[src/rtl/bsb_ram.sv]
// ----------------------------------------------------------------------------
// Generic RAM
// Single write port, single read port, registered read data.
// ----------------------------------------------------------------------------
`default_nettype none
module bsb_ram #(
  parameter int unsigned Width = 32,
  parameter int unsigned Depth = 64
) (
  input  wire logic                     clk,
  input  wire logic                     we,
  input  wire logic [$clog2(Depth)-1:0] waddr,
  input  wire logic [Width-1:0]         wdata,
  input  wire logic [$clog2(Depth)-1:0] raddr,
  output logic      [Width-1:0]         rdata
);
  logic [Width-1:0] mem [Depth];

  always_ff @(posedge clk) begin
    if (we) begin
      mem[waddr] <= wdata;
    end
    rdata <= mem[raddr];
  end
endmodule
`default_nettype wire

[config.mk]
export PLATFORM = sky130hd
export DESIGN_NAME = bsb_ram
export DESIGN_NICKNAME = d
export VERILOG_FILES = /design/src/rtl/bsb_ram.sv
export SDC_FILE = /design/constraint.sdc
export NUM_CORES = 2
export LEC_CHECK = 0
export ABC_AREA = 1
export BUFFER_PORTS_ARGS = -buffer_cell sky130_fd_sc_hd__buf_2
export CORE_ASPECT_RATIO = 1.5
export CORE_MARGIN = 10
export CORE_UTILIZATION = 40
export DETAILED_ROUTE_END_ITERATION = 10
export SYNTH_ARGS = -nofsm -noshare
export SYNTH_HDL_FRONTEND = slang
export SYNTH_SLANG_ARGS = --single-unit
[constraint.sdc]
create_clock -name clk -period 5.73 [get_ports clk]
set_input_delay 0 -clock clk [delete_from_list [all_inputs] [get_ports clk]]
set_output_delay 0 -clock clk [all_outputs]
set_load 0.02 [all_outputs]
Word level (Yosys, flattened, before mapping)
Memory sizes are Yosys's and may differ from the RTL's. A register that Yosys moved wholly into a read port is not among the register bits.
Cells that the tools add are included.
Word-level totals
  flip-flop bits (word level): 0
  memories kept: 1
  RAM bits: 2048
  bits in latches: 0
  memory bits (read-only): 0
  word-level logic and storage cells: 3
Cells by class
  $mul: 0
  add/sub/neg operators: 0
  muxes and demuxes: 2
  shift-type cells: 0
  reduce and logical (&&, ||, !) cells: 0
  divide/modulo/power cells: 0
  bitwise logic cells: 0
  $lt $le $gt $ge: 0
  eq/ne operators: 0
Memory list
  mem: words 64, width 32, read ports 1, clocked after Yosys merged registers in 1, write ports 1, line 17  | logic [Width-1:0] mem [Depth];
Operators with widths (number)
  2-to-1 mux 1 bit: 2

Depth between registers and ports, before layout
  depth after elaboration: 2
  mapped depth: 13
  gate-level depth less buffers: 9

Least setup slack after synthesis
OpenSTA, ideal clock, no wires.
  path type: in2reg
  start point: input we
  end point: memory mem[48][0], enable pin
  stages: 3
  arrival: 3.628 ns
  setup slack: 1.600 ns
  buffers on the path: 1
  cell sequence: clkbuf_1 -> nand4_1 -> nor4_1
On the way
  longest elaborated chain between the ends: 2
Ends and longest elaborated chain
  from (decl): line 11  | input wire logic we,
  2-to-1 mux 1 bit: line 20  | if (we) begin
  2-to-1 mux 1 bit (implied by the code): line 21  | mem[waddr] <= wdata;
  to (decl): line 17
Every way passes these cells.

==> key figures <==
Status
  • Outcome: finished, violations left
  • Failing checks: negative hold slack

Clocking
  • CTS Buf Count: 186
  • Post-CTS Setup Inserts: 0
  • Sink Count: 2080
  • CTS tree: yes
  • H-tree depth: 4
  • Clock Latency Late Sink: 840 ps
  • Clock transition at the registers of the reported paths: 70 ps
  • CTS root buffer: clkbuf_16
  • Clock buffer depth: 4

Synthesis
  • Synth warn: 0
  • Most common cell in the netlist: nand2_1
  • Top-area cell type share of the netlist area: 74.3%
  • Syn Inst Count: 6769
  • Cell taking the most area after synthesis: edfxtp_1
  • Avg Inst Size Synth: 12.2 um2
  • Top cells by area, synth: edfxtp_1 (74%), nand3_1 (12%), nand2_1 (10%)
  • EDFF count, synth: 2048
  • Synth Net Count: 6815
  • Async S/R FF share, synth: 0%
  • Seq/Total Area, Yosys: 75.1%
  • Synth unique cells: 16
  • Top post-synthesis cells by count: nand2_1 (2248), edfxtp_1 (2048), nand3_1 (1907)
  • Main synth FF type: edfxtp_1
  • Post-Syn Area: 82700 um2
  • Post-synthesis register bit count: 2080

Setup path
  • Worst path slowest cell: inv_8
  • WP data required: 6410 ps
  • CP arrival: 4030 ps
  • Worst path cell trace: dlygate4sd3_1 -> buf_8 -> inv_8 -> buf_12 -> nand3_1 -> nand3_1 -> nand3_1 -> nand3_1 -> dlygate4sd3_1 -> nand2_1 -> dlygate4sd3_1 -> nand2_1 -> nand2_1
  • Max incr delay on CP: 700 ps
  • CP Max Fanout: 122
  • Top cell by count, worst path: nand3_1
  • Startpoint types: input pin
  • Crit path kind: input pin to flop
  • Critical path capture point type: flop

Die
  • Top Ports: 78
  • Die Y-Extent: 577 um
  • Initial Utilization: 40.2%
  • Die width: 391 um
  • Rows: 204
  • CORE AREA: 206000 um2
  • Die ar.: 226000 um2

Finish
  • Nets: 6789
  • Finished Layout Cells: 9571
  • P&R area growth vs syn: 11.1%
  • Share of post-route cells with drive strength above 1: 7.52%
  • Post-route cell area: 91900 um2

Pwr
  • Maximum VDD drop: 0.210 mV
  • Clock share of power: 38.9%
  • Pleak: 0.0318 uW
  • Pwr/cell area: 335 nW/um2
  • Reg power frac: 54.9%
  • Switching share of power: 22.5%
  • Internal Dissipation: 23900 uW
  • Psw: 6920 uW
  • Pwr Total: 30800 uW
  • Comb power frac: 6.1%

Route
  • Post-route ant nets: 0
  • # DRC: 0
  • DR iter-0 viols: 5562
  • Wirelength per Cell: 24.2 um
  • Vias/cell: 5.54
  • 1st-pass router iterations: 8
  • Total number of vias: 52997
  • Routed WL: 232000 um

Timing
  • Final clock period utilization by the worst path: 58.5%
  • Setup tns final: 0 ps
  • Setup violations, final: 0
  • Fin crit period: 3350 ps
  • Endpoints failing hold: 1
  • Final Hold Slack: -0.923 ps
  • RSZ-0062 raised after global routing: no
  • Relative slew slack: 9.67%
  • Fin. max-slew vios: 0
  • Fmax: 0.299 GHz
  • Tightest Pin Transition: 1350 ps
  • Skew final: 48.0 ps

Placement
  • Cell Area, Placed: 85900 um2
  • Buffers on Ports: 77
  • Placed insts: 9202
  • Final RePlAce weighted congestion: 0.794
  • Dpl hpwl: 124000 um

Worst hold path
  • Min-delay worst type: input pin to flop

Global routing
  • Initial antenna violation count: 21
  • Vias in the first global route: 51454
  • GRT Residual Overflow: 0
  • First-pass GRT wire length: 343000 um
  • GRT Total Usage: 20.0%
  • Largest net degree at the start of global routing: 245

Flow run
  • Max-cap violations: 0
worst max-delay path, delay by kind of cell:
kind                   cells  cell delay, ps
and+or+nand+nor            7             720
buffers and inverters      6            3050
registers in the layout, summed over array words and instances, names as in the netlist:
| name | cells |
|---|---|
| mem | 2048 |
| rdata | 32 |
worst paths after layout:
check,slack (ps),endpoint,from,cells after the start
hold / removal,-0.9,mem[59][26],wdata[26],1
setup / recovery,2380,rdata[9],raddr[1],13
setup reg to reg,3360,rdata[9],mem[25][9],10
hold reg to reg,810,rdata[6],mem[24][6],8
per-stage QoR:
step | util [%] | setup WS, ps
after floorplan | - | 1600
after global placement | 41.7 | 2510
after detailed placement | 41.7 | 2500
after CTS | 44.6 | 2480
after global routing | 44.6 | 2220
final | 44.6 | 2380
power by group through the flow:
| stage | sequential (uW) | combinational (uW) | clock (uW) |
|---|---|---|---|
| 2_1_floorplan | 17200 | 1030 | 0 |
| 3_3_place_gp | 17200 | 1850 | 0 |
| 5_1_grt | 16900 | 2070 | 12700 |
| 4_1_cts | 16900 | 1890 | 12100 |
| 3_5_place_dp | 17200 | 1870 | 0 |
| 6_report | 16900 | 1890 | 12000 |
what timing repair did:
item	in CTS	in global routing
endpoints found under the hold margin	1170	0
gates resized for setup	0	0
hold buffers	31	0
cells in the final DEF (no fill, tap or decap), types with 3 or more instances in the layout:
| cell | n |
|---|---|
| buf_12 | 15 |
| buf_2 | 72 |
| buf_4 | 113 |
| buf_8 | 3 |
| bufinv_16 | 9 |
| clkbuf_1 | 50 |
| clkbuf_16 | 189 |
| clkbuf_8 | 9 |
| clkinv_1 | 35 |
| clkinv_2 | 33 |
| dfxtp_1 | 32 |
| diode_2 | 8 |
| dlygate4sd3_1 | 31 |
| edfxtp_1 | 2048 |
| inv_1 | 7 |
| inv_6 | 4 |
| inv_8 | 3 |
| nand2_1 | 2248 |
| nand3_1 | 1907 |
| nand4_1 | 9 |
| nor2_4 | 56 |
| nor4_2 | 8 |
logic make-up (layout without fill, tap and decap cells):
kind of cell	after synthesis	after routing	share of synthesized area, %
flops	2080	2080	75.1
other cells	0	8	0
buf+inv	461	577	2.78
simple gates	4228	4228	22.1
layer usage:
layer / global-route usage [%] / routed length, um
met5: 0 / 130
met4: 6.09 / 7000
met3: 3.00 / 16700
met2: 35.0 / 118000
met1: 25.5 / 90200
area by class of cell:
| cell class | count | area (um2) |
|---|---|---|
| inverter | 12 | 82.6 |
| multi-input combinational | 4228 | 18800 |
| antenna | 8 | 20.0 |
| clock buffer | 248 | 5040 |
| sequential | 2080 | 62100 |
| fill | 18404 | 114000 |
| clock inverter | 82 | 614 |
| timing repair buffer | 235 | 1880 |
| tap | 2678 | 3350 |
(Power assumes the default switching activity.)
