### config.mk
export PLATFORM = sky130hd
export DESIGN_NAME = bsb_div
export DESIGN_NICKNAME = d
export VERILOG_FILES = /design/src/rtl/bsb_pkg.sv /design/src/rtl/bsb_div.sv
export SDC_FILE = /design/constraint.sdc
export NUM_CORES = 1
export LEC_CHECK = 0
export BUFFER_PORTS_ARGS = -buffer_cell sky130_fd_sc_hd__buf_2
export CAP_MARGIN = 20
export CORE_MARGIN = 3
export CORE_UTILIZATION = 50
export DETAILED_ROUTE_END_ITERATION = 10
export PLACE_DENSITY = 0.72
export SYNTH_ARGS = -nofsm -noshare
export SYNTH_HDL_FRONTEND = slang
export SYNTH_SLANG_ARGS = --single-unit
export TNS_END_PERCENT = 10
### constraint.sdc
create_clock -name clk -period 9.59 [get_ports clk]
set_clock_uncertainty 0.2 [all_clocks]
set_input_delay 1.918 -clock clk [delete_from_list [all_inputs] [get_ports clk]]
set_output_delay 1.918 -clock clk [all_outputs]
set_load 0.1 [all_outputs]
### src/rtl/bsb_pkg.sv
// ----------------------------------------------------------------------------
// B-spline basis evaluator package
// Shared types and constants for the knot store, divider and sequencer.
// ----------------------------------------------------------------------------
`default_nettype none
package bsb_pkg;

  localparam int unsigned KnotW     = 32;
  localparam int unsigned BasW      = 31;
  localparam int unsigned MaxKnots  = 64;
  localparam int unsigned MaxDegree = 7;
  localparam logic [BasW-1:0] OneQ30 = 31'h4000_0000;

  typedef enum logic [0:0] {
    FUNC_LOAD = 1'b0,
    FUNC_EVAL = 1'b1
  } func_t;

  typedef enum logic [0:0] {
    REG_DEGREE     = 1'b0,
    REG_KNOT_COUNT = 1'b1
  } reg_idx_t;

  typedef enum logic [4:0] {
    ST_IDLE,
    ST_RD_LO,
    ST_RD_HI,
    ST_CLAMP,
    ST_SRCH_RD,
    ST_SRCH_CMP,
    ST_INIT,
    ST_RAT_RD_LO,
    ST_RAT_RD_HI,
    ST_RAT_DIV,
    ST_RAT_WAIT,
    ST_MUL_A,
    ST_MUL_B,
    ST_MUL_C,
    ST_EMIT,
    ST_ERR
  } state_t;

  typedef struct packed {
    logic       start;
    logic [31:0] num;
    logic [31:0] den;
  } div_req_t;

endpackage
`default_nettype wire

### src/rtl/bsb_div.sv
// ----------------------------------------------------------------------------
// Ratio divider
// Restoring divider giving floor(num * 2^30 / den), one quotient bit a cycle.
// Caller guarantees 0 < num < den.
// ----------------------------------------------------------------------------
`default_nettype none
module bsb_div
  import bsb_pkg::*;
(
  input  wire logic           clk,
  input  wire logic           rst_n,
  input  wire div_req_t       req,
  output logic                busy,
  output logic [BasW-1:0]     quot
);
  logic [32:0]     rem_r, rem_nxt;
  logic [31:0]     den_r;
  logic [BasW-1:0] q_r, q_nxt;
  logic [4:0]      cnt_r;
  logic            busy_r;
  logic [33:0]     trial;

  assign trial = {rem_r, 1'b0} - {2'b00, den_r};

  always_comb begin
    rem_nxt = {rem_r[31:0], 1'b0};
    q_nxt   = {q_r[BasW-2:0], 1'b0};
    if (!trial[33]) begin
      rem_nxt = trial[32:0];
      q_nxt[0] = 1'b1;
    end
  end

  always_ff @(posedge clk) begin
    if (!rst_n) begin
      busy_r <= 1'b0;
      cnt_r  <= '0;
    end else if (req.start) begin
      busy_r <= 1'b1;
      cnt_r  <= 5'd29;
      rem_r  <= {1'b0, req.num};
      den_r  <= req.den;
      q_r    <= '0;
    end else if (busy_r) begin
      rem_r <= rem_nxt;
      q_r   <= q_nxt;
      cnt_r <= cnt_r - 5'd1;
      if (cnt_r == 5'd0) begin
        busy_r <= 1'b0;
      end
    end
  end

  assign busy = busy_r;
  assign quot = q_r;
endmodule
`default_nettype wire

* After elaboration in Yosys (flattened, before gate mapping) *
Cells that the tools add are included.

storage, ports and cells
  bits in registers = 102
  bits in latches = 0
  RAM bits = 0
  ROM bits = 0
  output and inout bits = 32
  word-level logic and storage cells = 25
  memories kept = 0

operators by class
  add/subtract/negate cells = 2
  $mul = 0
  divide/modulo/power cells = 0
  $lt $le $gt $ge = 0
  equal/unequal tests = 0
  shifts and indexed selects = 0
  muxes and demuxes = 10
  bitwise logic cells = 1
  reductions and logical operators = 5

operators with widths
  operator             count
  $mux 33              2
  $sub 34x32->34       1
  $mux 32              1
  $mux 31              1
  $mux 5               2
  $logic_not 5->1      1
  $sub 5x1->5 const B  1
  $mux 1               4
  $reduce_and 2->1     2
  $reduce_bool 2->1    1
  $reduce_or 2->1      1
  $not 1->1            1

* Logic depth before layout (Yosys ltp) *
  depth after elaboration = 4
  mapped depth = 14
  depth with buffers taken out = 11

* Worst setup path after synthesis *
No wires, ideal clock.

  path kind = input to register
  from = in req[64] (netlist name)
  to = reg q_r[0], in the netlist quot[0], enable pin
  data arrival time = 3.616 ns
  required time = 8.972 ns
  path slack = 5.356 ns
  stages = 3
  cell sequence = clkbuf_1 -> o21ai_0 -> inv_1

on the way
  cells in the longest elaborated chain, start to end = 2

ends and longest elaborated chain
  what                         RTL line       text
  start: declaration           bsb_div.sv:12  input wire div_req_t req,
  $reduce_bool 2->1 (no line)  -
  $reduce_and 2->1 (no line)   -
  end signal: assignment       bsb_div.sv:46  q_r <= q_nxt;
  end: declaration             bsb_div.sv:18  logic [BasW-1:0] q_r, q_nxt;

No other way between the ends.
A chain may end at the register's enable or synchronous reset.

* Worst setup path after layout *
  from = in req[64] (netlist name)
  to = reg rem_r[8], enable pin

on the way
  cells in the longest elaborated chain, start to end = 2

ends and longest elaborated chain
  what                         RTL line       text
  $reduce_bool 2->1 (no line)  -
  $reduce_and 2->1 (no line)   -
  end signal: assignment       bsb_div.sv:41  rem_r <= {1'b0, req.num};
  end signal: assignment       bsb_div.sv:45  rem_r <= rem_nxt;
  end: declaration             bsb_div.sv:16  logic [32:0] rem_r, rem_nxt;

No other way between the ends.

==> out/metrics.yaml <==
arrival_ns: 4.05
grt_pass1_wl_um: 20050
hold_violations: 0
cp_common_cell: "buf_4"
grt_max_degree: 98
grt-ovfl-total: 0
synth_seq_cells: 102
gp_congestion: 0.9188
clk_latency_ns: 0.36
cts_setup_buffers: 0
worst_pin_slew_ns: 0.9024
leakagePower_nw: 2.907
ys_seq_area_frac: 0.4910
placed_area_mm2: 0.006495
setup-violations-final: 0
synth_cell_types: 63
ir_drop_v: 0.0001238
relSlewSlack: 0.3984
drive_gt1_frac: 0.1944
power_density_mw_per_mm2: 196.0
htreeDepth: 3
yosysTopAreaCellShare: 0.4714
crit_required_ns: 9.39
fin_util: 0.5845
cts_buffers: 9
root_buffer: "clkbuf_16"
cp-end-kind: "register"
fin_crit_sh: 0.4439
yosys_warnings: 0
numPortBuffers: 98
grt_use_total: 0.1876
design_area_mm2: 0.006817
syn2layout_area_growth_pct: 11.46
final_common_cell: "buf_2"
clkTransAtPathRegs_ns: 0.07
crit_slowest_cell: "buf_4"
maxSlewViolCount: 0
syn_inst: 576
firstDrtPassIters: 5
grt_pass1_vias: 4317
fin_tns_setup_ns: 0
path_cells: "buf_2 -> buf_4 -> o21ai_0 -> inv_2 -> buf_4"
fp.dieH_um: 116.6
vias_per_cell: 5.473
antenna_found_initial: 0
synth_edf_count: 96
ctsResizeCount: 0
hold_buffers: 0
r2r_slack_ns: 5.39
ctsLongestPathBuffers: 2
layout.nets: 739
synth_area_leader_cell: "edfxtp_1"
final.setup.worst_slack_ns: 5.333
cp_slowest_stage_delay_ns: 0.70
postSynthNetCount: 677
routedWlPerCell_um: 15.55
crit_path_max_fanout: 97
dp_slack_ns: 4.912
detail-route-antenna-nets: 0
fin_crit_ns: 4.257
dieArea_mm2: 0.01359
syn_area_mm2: 0.006116
final_cell_mix: "buf_2 (98), edfxtp_1 (96), nand2_1 (56)"
drc: 0
cts_tree: "yes"
path_class: "input port to register"
holdWs_ns: 0.3658
start_util: 0.5244
core_mm2: 0.01166
dp_hpwl_um: 8531
rsz0062_at_grt: "false"
rows: 39
synthArstFlopShare: 0
vias: 4302
hold_class: "register to register"
yosys-top-cells-area: "edfxtp_1 (47%), ha_1 (6.8%), mux2i_1 (4.3%)"
io_pins: 99
drt-initial-drc-count: 287
antenna_cells: 0
startpoint_type: "input port"
syn_avg_cell_area_um2: 10.62
ys.flop_type: "edfxtp_1"
timing.fmax_mhz: 234.9
cap_violations: 0
drt_wl_total_um: 12220
dieWidth_um: 116.6
status: "complete, no violations"
cts_sinks: 102
==> critical path: cells and delay by family <==
family                 cells  cell delay, ns
buffers and inverters      4            1.85
AO/OA/AOI/OAI              1            0.26
==> area by class of cell <==
cell class / count / area [µm²]
tap: 143 / 178.9
clock inverter: 7 / 96.34
sequential: 102 / 3003
inverter: 47 / 176.4
multi-input combinational: 376 / 2616
clock buffer: 9 / 225.2
timing repair buffer: 102 / 520.5
fill: 984 / 4846
==> through the flow <==
step                power (mW)  instances
global placement        0.9355        770
floorplan               0.8818        576
finish                   1.336        786
CTS                      1.346        786
detailed placement      0.9453        770
global route             1.407        786
==> registers in the layout, indices dropped and copies added (netlist names) <==
register	cells
busy	1
cnt_r	5
den_r	32
quot	31
rem_r	33
==> power by group <==
part / internal, mW / total [mW] / leakage (nW) / switching (mW)
Combinational: 0.143 / 0.388 / 1.79 / 0.245
Clock: 0.230 / 0.397 / 0.150 / 0.167
Sequential: 0.534 / 0.552 / 0.971 / 0.0179
Total: 0.907 / 1.34 / 2.91 / 0.430
==> logic make-up (layout without fill, tap and decap cells) <==
family	count (synthesis)	count (layout)	share of synthesized area
xor gates and xnor gates	33	33	0.04849
buffers and inverters	98	165	0.08306
DFF	102	102	0.4910
adders and majority gates	34	34	0.07079
and+or+nand+nor	153	153	0.1248
AOI/OAI and AO/OA	129	129	0.1375
muxes	27	27	0.04439
==> layer usage <==
| metal | track usage | part of all wire |
|---|---|---|
| met1 | 0.2355 | 0.45 |
| met2 | 0.3192 | 0.48 |
| met3 | 0.04508 | 0.056 |
| met4 | 0.06269 | 0.019 |
| met5 | 0 | 0 |
==> cells in the mapped netlist (all sizes together), types with 2 or more instances <==
cell type / count
nand3: 9
o21ai: 41
buf: 36
nor2b: 35
or4: 2
o41ai: 3
and2: 6
o21bai: 4
edfxtp: 96
or2: 2
nand4: 3
o21a: 3
dfxtp: 6
and3: 3
a21o: 9
clkbuf: 15
a31o: 2
o211ai: 3
mux2i: 26
ha: 33
xor2: 13
nand2b: 5
a21oi: 31
a221oi: 2
xnor2: 20
a21boi: 6
nand2: 56
nor3: 4
a31oi: 6
o311ai: 6
inv: 47
nor2: 23
==> final timing paths <==
check	cells past startpoint	to	from
max	5	rem_r[8]$_DFFE_PP_	req[64]
max reg2reg	11	rem_r[32]$_SDFFCE_PP0P_	rem_r[9]$_DFFE_PP_
min reg2reg	2	busy$_SDFF_PN0_	cnt_r[4]$_SDFFE_PN0N_
min	2	busy$_SDFF_PN0_	cnt_r[4]$_SDFFE_PN0N_
Note: power is estimated with default switching activity, not from simulation.
